### config.mk
export PLATFORM = sky130hd
export DESIGN_NAME = spti_ctrl
export DESIGN_NICKNAME = d
export VERILOG_FILES = /design/src/sv/spti_pkg.sv /design/src/sv/spti_ctrl.sv
export SDC_FILE = /design/constraint.sdc
export NUM_CORES = 1
export LEC_CHECK = 0
export BUFFER_PORTS_ARGS = -buffer_cell sky130_fd_sc_hd__buf_4
export CORE_MARGIN = 2
export CORE_UTILIZATION = 55
export CTS_BUF_LIST = sky130_fd_sc_hd__clkbuf_2
export CTS_CLUSTER_DIAMETER = 30
export DETAILED_ROUTE_END_ITERATION = 16
export PLACE_DENSITY = 0.89
export REMOVE_ABC_BUFFERS = 1
export SLEW_MARGIN = 5
export SYNTH_ARGS = -nofsm -noshare
export SYNTH_HDL_FRONTEND = slang
export SYNTH_SLANG_ARGS = --single-unit
### constraint.sdc
create_clock -name aclk -period 2.1 [get_ports aclk]
set_clock_uncertainty 0.15 [all_clocks]
set_input_delay 0 -clock aclk [delete_from_list [all_inputs] [get_ports aclk]]
set_output_delay 0 -clock aclk [all_outputs]
set_load 0.03 [all_outputs]
### src/sv/spti_pkg.sv
// Shared types, widths and codes for the sorted pick table interpolator.
`timescale 1ns / 1ps
`default_nettype none
package spti_pkg;

    localparam int NUM_GATHERS_DEF = 64;
    localparam int MAX_PICKS_DEF   = 64;

    localparam int COORD_W    = 24;
    localparam int STEP_W     = 23;
    localparam int SCOUNT_W   = 17;
    localparam int SIDX_W     = 16;
    localparam int GIDX_W     = 6;
    localparam int REQ_W      = 2;
    localparam int STATUS_W   = 3;
    localparam int LCOUNT_W   = 7;
    localparam int TI_W       = 40;
    localparam int DX_W       = TI_W + 1;
    localparam int PROD_W     = 66;
    localparam int QBITS      = 27;
    localparam int CFG_IDX_W  = 3;
    localparam int CFG_DATA_W = 24;
    localparam int S_TDATA_W  = 72;
    localparam int M_TDATA_W  = 40;

    localparam logic [QBITS-1:0] CAPQ = QBITS'(1) << (QBITS - 1);

    localparam logic [REQ_W-1:0] REQ_ADD    = 2'd0;
    localparam logic [REQ_W-1:0] REQ_REMOVE = 2'd1;
    localparam logic [REQ_W-1:0] REQ_QUERY  = 2'd2;
    localparam logic [REQ_W-1:0] REQ_CLEAR  = 2'd3;

    localparam logic [STATUS_W-1:0] STS_OK    = 3'd0;
    localparam logic [STATUS_W-1:0] STS_FULL  = 3'd1;
    localparam logic [STATUS_W-1:0] STS_DUP   = 3'd2;
    localparam logic [STATUS_W-1:0] STS_EMPTY = 3'd3;
    localparam logic [STATUS_W-1:0] STS_RANGE = 3'd4;

    localparam logic [CFG_IDX_W-1:0] CFG_KEY_SELECT    = 3'd0;
    localparam logic [CFG_IDX_W-1:0] CFG_SAMPLE_STEP   = 3'd1;
    localparam logic [CFG_IDX_W-1:0] CFG_SAMPLE_ORIGIN = 3'd2;
    localparam logic [CFG_IDX_W-1:0] CFG_SAMPLE_COUNT  = 3'd3;

    typedef enum logic [5:0] {
        S_IDLE, S_CHK, S_CLR, S_BAD, S_CNT, S_ROUTE, S_EMPTY, S_SIBAD,
        S_SC_RD, S_SC_CMP, S_DECIDE, S_RSETUP, S_ILOOP, S_SH_RD, S_SH_WR,
        S_PUT, S_CNT_WR, S_TI, S_RD0, S_E0_CHK, S_RDN, S_EN_CHK, S_BS_RD,
        S_BS_CHK, S_P0_RD, S_P1_RD, S_P1_CAP, S_TRIV_CHK, S_TRIV, S_MUL_LO,
        S_MUL_HI, S_DIV_INIT, S_OVF, S_DIV, S_SUM, S_OUT
    } state_t;

    typedef enum logic [4:0] {
        OP_NONE, OP_LOAD, OP_CNT_RD, OP_CLR, OP_BAD, OP_CNT_CAP, OP_EMPTY,
        OP_SIBAD, OP_SC_RD, OP_SC_CMP, OP_DECIDE, OP_RSETUP, OP_SH_RD,
        OP_SH_WR, OP_PUT, OP_CNT_WR, OP_TI, OP_RD0, OP_E0_CHK, OP_RDN,
        OP_EN_CHK, OP_BS_RD, OP_BS_CHK, OP_P0_RD, OP_P1_RD, OP_P1_CAP,
        OP_TRIV, OP_MUL_LO, OP_MUL_HI, OP_DIV_INIT, OP_OVF, OP_DIV
    } op_t;

    // SUM and OUT are separate flags beside the op enum in the command struct below.
    typedef struct packed {
        op_t  op;
        logic sum;
        logic out;
    } dp_cmd_t;

    typedef struct packed {
        logic req_clear;
        logic req_add;
        logic req_query;
        logic g_bad;
        logic si_bad;
        logic n_zero;
        logic n_lt2;
        logic scan_last;
        logic skip_add;
        logic shift_more;
        logic e0_le;
        logic en_hit;
        logic bs_end;
        logic trivial;
        logic div_ovf;
        logic div_last;
        logic out_free;
    } dp_stat_t;

endpackage
`default_nettype wire

### src/sv/spti_ctrl.sv
// Sequencing state machine for the sorted pick table interpolator.
`timescale 1ns / 1ps
`default_nettype none
module spti_ctrl
    import spti_pkg::*;
(
    input  wire      aclk,
    input  wire      aresetn,
    input  wire      s_tvalid,
    output logic     s_tready,
    input  dp_stat_t stat,
    output dp_cmd_t  cmd
);

    state_t state_reg, state_next;

    always_ff @(posedge aclk) begin
        if (!aresetn) begin
            state_reg <= S_IDLE;
        end else begin
            state_reg <= state_next;
        end
    end

    always_comb begin
        state_next = state_reg;
        unique case (state_reg)
            S_IDLE:     if (s_tvalid) state_next = S_CHK;
            S_CHK: begin
                if (stat.req_clear)  state_next = S_CLR;
                else if (stat.g_bad) state_next = S_BAD;
                else                 state_next = S_CNT;
            end
            S_CLR, S_BAD, S_EMPTY, S_SIBAD, S_TRIV, S_SUM, S_CNT_WR:
                state_next = S_OUT;
            S_CNT:      state_next = S_ROUTE;
            S_ROUTE: begin
                if (stat.req_query) begin
                    if (stat.si_bad)     state_next = S_SIBAD;
                    else if (stat.n_lt2) state_next = S_OUT;
                    else                 state_next = S_TI;
                end else if (stat.n_zero) begin
                    state_next = stat.req_add ? S_PUT : S_EMPTY;
                end else begin
                    state_next = S_SC_RD;
                end
            end
            S_SC_RD:    state_next = S_SC_CMP;
            S_SC_CMP: begin
                if (stat.scan_last) state_next = stat.req_add ? S_DECIDE : S_RSETUP;
                else                state_next = S_SC_RD;
            end
            S_DECIDE:   state_next = stat.skip_add ? S_OUT : S_ILOOP;
            S_RSETUP:   state_next = S_ILOOP;
            S_ILOOP: begin
                if (stat.shift_more)   state_next = S_SH_RD;
                else if (stat.req_add) state_next = S_PUT;
                else                   state_next = S_CNT_WR;
            end
            S_SH_RD:    state_next = S_SH_WR;
            S_SH_WR:    state_next = S_ILOOP;
            S_PUT:      state_next = S_CNT_WR;
            S_TI:       state_next = S_RD0;
            S_RD0:      state_next = S_E0_CHK;
            S_E0_CHK:   state_next = stat.e0_le ? S_P0_RD : S_RDN;
            S_RDN:      state_next = S_EN_CHK;
            S_EN_CHK:   state_next = stat.en_hit ? S_P0_RD : S_BS_RD;
            S_BS_RD:    state_next = S_BS_CHK;
            S_BS_CHK:   state_next = stat.bs_end ? S_P0_RD : S_BS_RD;
            S_P0_RD:    state_next = S_P1_RD;
            S_P1_RD:    state_next = S_P1_CAP;
            S_P1_CAP:   state_next = S_TRIV_CHK;
            S_TRIV_CHK: state_next = stat.trivial ? S_TRIV : S_MUL_LO;
            S_MUL_LO:   state_next = S_MUL_HI;
            S_MUL_HI:   state_next = S_DIV_INIT;
            S_DIV_INIT: state_next = S_OVF;
            S_OVF:      state_next = stat.div_ovf ? S_SUM : S_DIV;
            S_DIV:      state_next = stat.div_last ? S_SUM : S_DIV;
            S_OUT:      if (stat.out_free) state_next = S_IDLE;
            default:    state_next = S_IDLE;
        endcase
    end

    always_comb begin
        s_tready = 1'b0;
        cmd.op   = OP_NONE;
        cmd.sum  = 1'b0;
        cmd.out  = 1'b0;
        unique case (state_reg)
            S_IDLE: begin
                s_tready = 1'b1;
                if (s_tvalid) cmd.op = OP_LOAD;
            end
            S_CHK:      cmd.op = OP_CNT_RD;
            S_CLR:      cmd.op = OP_CLR;
            S_BAD:      cmd.op = OP_BAD;
            S_CNT:      cmd.op = OP_CNT_CAP;
            S_EMPTY:    cmd.op = OP_EMPTY;
            S_SIBAD:    cmd.op = OP_SIBAD;
            S_SC_RD:    cmd.op = OP_SC_RD;
            S_SC_CMP:   cmd.op = OP_SC_CMP;
            S_DECIDE:   cmd.op = OP_DECIDE;
            S_RSETUP:   cmd.op = OP_RSETUP;
            S_SH_RD:    cmd.op = OP_SH_RD;
            S_SH_WR:    cmd.op = OP_SH_WR;
            S_PUT:      cmd.op = OP_PUT;
            S_CNT_WR:   cmd.op = OP_CNT_WR;
            S_TI:       cmd.op = OP_TI;
            S_RD0:      cmd.op = OP_RD0;
            S_E0_CHK:   cmd.op = OP_E0_CHK;
            S_RDN:      cmd.op = OP_RDN;
            S_EN_CHK:   cmd.op = OP_EN_CHK;
            S_BS_RD:    cmd.op = OP_BS_RD;
            S_BS_CHK:   cmd.op = OP_BS_CHK;
            S_P0_RD:    cmd.op = OP_P0_RD;
            S_P1_RD:    cmd.op = OP_P1_RD;
            S_P1_CAP:   cmd.op = OP_P1_CAP;
            S_TRIV:     cmd.op = OP_TRIV;
            S_MUL_LO:   cmd.op = OP_MUL_LO;
            S_MUL_HI:   cmd.op = OP_MUL_HI;
            S_DIV_INIT: cmd.op = OP_DIV_INIT;
            S_OVF:      cmd.op = OP_OVF;
            S_DIV:      cmd.op = OP_DIV;
            S_SUM:      cmd.sum = 1'b1;
            S_OUT:      cmd.out = stat.out_free;
            default:    cmd.op = OP_NONE;
        endcase
    end

endmodule
`default_nettype wire

# Word-level counts from Yosys, hierarchy flattened
# Index checks and enable logic that the tools add are counted.
[totals]
reg_bits = 6
in_bits = 20
out_inout_bits = 8
wordCells = 68
[classes]
eq_ne = 37
muxes = 26
reduce_logical = 4
[ops]
columns = ["operator", "count"]
rows = [
  ["6-bit case mux with 29 select lines", 1],
  ["5-bit case mux with 31 select lines", 1],
  ["6-bit by 5-bit == test with 1-bit output, second input constant", 16],
  ["6-bit by 4-bit == test with 1-bit output, second input constant", 8],
  ["6-bit 2-to-1 mux", 6],
  ["6-bit by 3-bit == test with 1-bit output, second input constant", 4],
  ["6-bit == test, second input constant", 4],
  ["4-bit 2-to-1 mux", 5],
  ["6-bit by 2-bit == test with 1-bit output, second input constant", 2],
  ["5-bit 2-to-1 mux", 2],
  ["7-bit OR reduction", 1],
  ["6-bit by 1-bit == test with 1-bit output, second input constant", 1],
  ["6-bit logical NOT", 1],
  ["1-bit 2-to-1 mux", 6],
  ["2-bit 2-to-1 mux", 3],
  ["3-bit 2-to-1 mux", 2],
  ["2-bit inequality test, second input constant", 2],
  ["2-bit AND reduction", 1],
  ["2-bit OR reduction", 1],
]

# Logic depth before layout (Yosys ltp)
[depth]
word_depth = 4
mapped_depth = 7
ltp_nobuf = 5

# Worst setup path before layout
# No wires, ideal clock.
[synth_path]
kind = "reg2out"
from = "register state_reg[2]"
to = "output port cmd[5] (netlist bit)"
arrival_time_ns = 1.839
required_ns = 1.950
setup_slack_ns = 0.111
path_stages_with_launch = 8
n_path_buf = 2
path_cell_list = "dfxtp_1 -> buf_4 -> buf_2 -> nor2_1 -> nand2_1 -> nand2_1 -> a22oi_1 -> o21ai_0"
[synth_rtl]
columns = ["item", "line", "rtl"]
rows = [
  ["from (decl)", "spti_ctrl.sv:15", "state_t state_reg, state_next;"],
  ["from (signal assigned)", "spti_ctrl.sv:21", "state_reg <= state_next;"],
  ["to (decl)", "spti_ctrl.sv:12", "output dp_cmd_t cmd"],
]

==> results.ini <==
[outcome]
outcome = finished clean

[detailed_routing]
firstDrtPassIters = 5
dr_total_vias = 1633
drtIter0Drc = 114
avgRoutedWirePerCell_microns = 17.41
routed_wl_microns = 4160
avgViaCountPerCell = 6.833
post-route-drc-count = 0
ant_nets = 0

[setup_path]
worst-path-buf-inv = 2
crit_fanout = 14
arrival_ps = 1870
slowest_stage = dfxtp_2
path_class = reg -> out
cp_top_family = flip-flops
crit_start = state_reg[0]$_SDFFE_PN0P_
crit_path_start_kind = flop
critPathRequiredTime_ps = 1950
rr_startpoint = state_reg[1]$_SDFFE_PN0P_
cpMostUsedCell = buf_4
path_cells = buf_4 -> mux2_2 -> a221oi_1 -> o21ai_0 -> buf_4
cp_slowest_stage_delay_ps = 460
endpoint_kind = output pin

[clock_tree]
clock-root-buffer = clkbuf_2
clk-insertion-delay-late_ps = 240
htreeDepth = 1
cts-buffers-inserted = 3
clk_pin_slew_ps = 60
cts_sinks = 6
cts_tree = yes
cts_setup_buffers = 0
cts_max_path_buffers = 2

[synthesis]
synth.avg_cell_area_sq_um = 6.453
synth_xor_area_share_pct = 1.525
synth_edf_count = 0
synth_top_family_by_area = simple AND/OR/NAND/NOR gates
synth-simple-area-share_pct = 38.56
synth-compound-area-share_pct = 37.25
synth_cell_types = 51
ys.flop_type = dfxtp_1
yosys_warnings = 0
seq_area_frac_synth_pct = 10.46
synthArstFlopShare_pct = 0
synth-seq-cells = 6
netlist_instances = 178
synth.area.mux_share_pct = 2.723
synth_fa_ha_area_share_pct = 0
netlist_area_sq_um = 1149

[job]
maxCapViolCount = 0

[grt]
grt_max_degree = 18
antenna_found_initial = 0
grt-ovfl-total = 0
grt_pass1_wl_microns = 6844
grt_pass1_vias = 1504
grt_usage_pct = 34.85

[final_layout]
synthToLayoutAreaGrowth_pct = 29.08
final_util_pct = 75.57
multi_input_area_sq_um = 919.6
regArea_sq_um = 123.9
layout_common_cells = buf_4, nor2_1, o21ai_0, a21oi_1, nand2_1
antennaDiodeCount = 0
final_common_cell = buf_4
largest_reg_flops = 6
instances_no_fill = 239
fillers = 148
drive_gt1_share_pct = 24.53
nNetsFinal = 234

[power_and_ir_drop]
p_sw_share_pct = 56.53
power.switching_uw = 935.2
seq_power_share_pct = 13.6
internal-power_uw = 719.3
power_uw = 1655
clockPowerShare_pct = 5.4
combPwrFrac_pct = 81.0
pwr_density_cell_nw_per_um2 = 1116
leakagePower_uw = 0.0006139
max-vdd-ir-drop_v = 0.0006203

[floorplanning]
die_width_microns = 49.70
die_h_microns = 49.70
die-area_sq_um = 2470
coreArea_sq_um = 1962
fp-row-count = 16
ios = 28
start_util_pct = 58.55

[hold_path]
worstHoldStart = stat[14]
min_path_type = in -> reg

[timing]
min_period_ps = 2023
maxSlewHeadroom_pct = 67.48
tightestPinTransition_ps = 475.5
min_period_over_period_pct = 96.33
slew_viol_final = 0
tns_ps = 0
hold_viol_final = 0
whs_ps = 3.217
setup_viol = 0
max_freq_mhz = 494.3
rsz0062_at_grt = no

[placed_design]
hpwl_microns = 3151
place_inst = 233
place_congestion = 0.9684
port_buffers = 27

-- final cells by class --
class	count	share of cell area, %
inverters	8	2.025
flip-flops and latches	6	8.354
repair buffers	47	24.30
clock buffers	3	1.013
well taps	27	2.278
multi-input cells	148	62.03
-- worst reg2reg max path, delay by kind of cell, from the launching register on --
family,cells,cell delay [ps]
simple gates,2,610
flops,1,380
compound gates,3,720
-- cell usage after synthesis, drive strengths merged (2+ instances only) --
cell type,instances,area (sq um)
nand2,13,48.80
a31oi,3,18.77
a41oi,3,26.28
nand2b,7,43.79
nor3,8,40.04
o21ai,15,75.07
and3b,2,17.52
a221oi,2,17.52
o2bb2ai,2,17.52
a22oi,4,30.03
mux2i,2,20.02
xor2,2,17.52
nor4,2,12.51
a21oi,15,75.07
nand3,4,20.02
nor2,16,62.56
a21o,3,22.52
buf,12,63.80
o21a,2,15.01
nor2b,5,31.28
inv,8,30.03
a2111oi,2,17.52
nand4,8,50.05
nand4b,4,35.03
dfxtp,6,120.1
o211ai,3,22.52
clkbuf,4,15.01
-- final timing paths --
| check | to | slack (ps) | cells after the start |
|---|---|---|---|
| worst min register to register | state_reg[0]$_SDFFE_PN0P_ | 690 | 3 |
| worst min-delay path | state_reg[4]$_SDFFE_PN0P_ | 3 | 3 |
| worst max register to register | state_reg[0]$_SDFFE_PN0P_ | 100 | 5 |
| worst max-delay path | cmd[4] | 80 | 5 |
-- power groups by stage --
stage / logic (uW) / registers (uW) / clock network [uW]
6_report: 1340 / 226 / 88.7
5_1_grt: 1430 / 229 / 87.8
4_1_cts: 1310 / 217 / 84.6
3_5_place_dp: 1300 / 219 / 0
3_3_place_gp: 1290 / 214 / 0
2_1_floorplan: 743 / 277 / 0
-- per-layer routing --
metal	vias to the layer above	global-route usage [%]	wire [microns]
met5	-	0	0
met4	0	14.81	190
met3	29	6.061	416
met2	119	57.56	1912
met1	733	44.26	1641
li1	752	-	-
-- through the flow --
step	area [sq um]	setup slack, ps
6_report	1483	77.00
5_1_grt	1483	38.42
4_1_cts	1480	82.30
3_5_place_dp	1434	129.1
3_3_place_gp	1434	187.5
2_1_floorplan	1070	-189.3
-- cells by family (layout without fill, tap and decap cells) --
group,Yosys count,after routing
compound gates,64,64
flops,6,6
simple gates,79,79
mux,3,3
xor+xnor,2,2
buf+inv,24,58
-- timing repair --
| item | CTS | global route |
|---|---|---|
| cloned | 0 | 0 |
| setup endpoints to repair | 1 | 2 |
| hold buffers | 3 | 0 |
| pin swaps | 0 | 0 |
| endpoints found under the hold margin | 6 | 0 |
| resized for setup | 1 | 2 |
No activity file was read; power rests on OpenSTA's default activity.
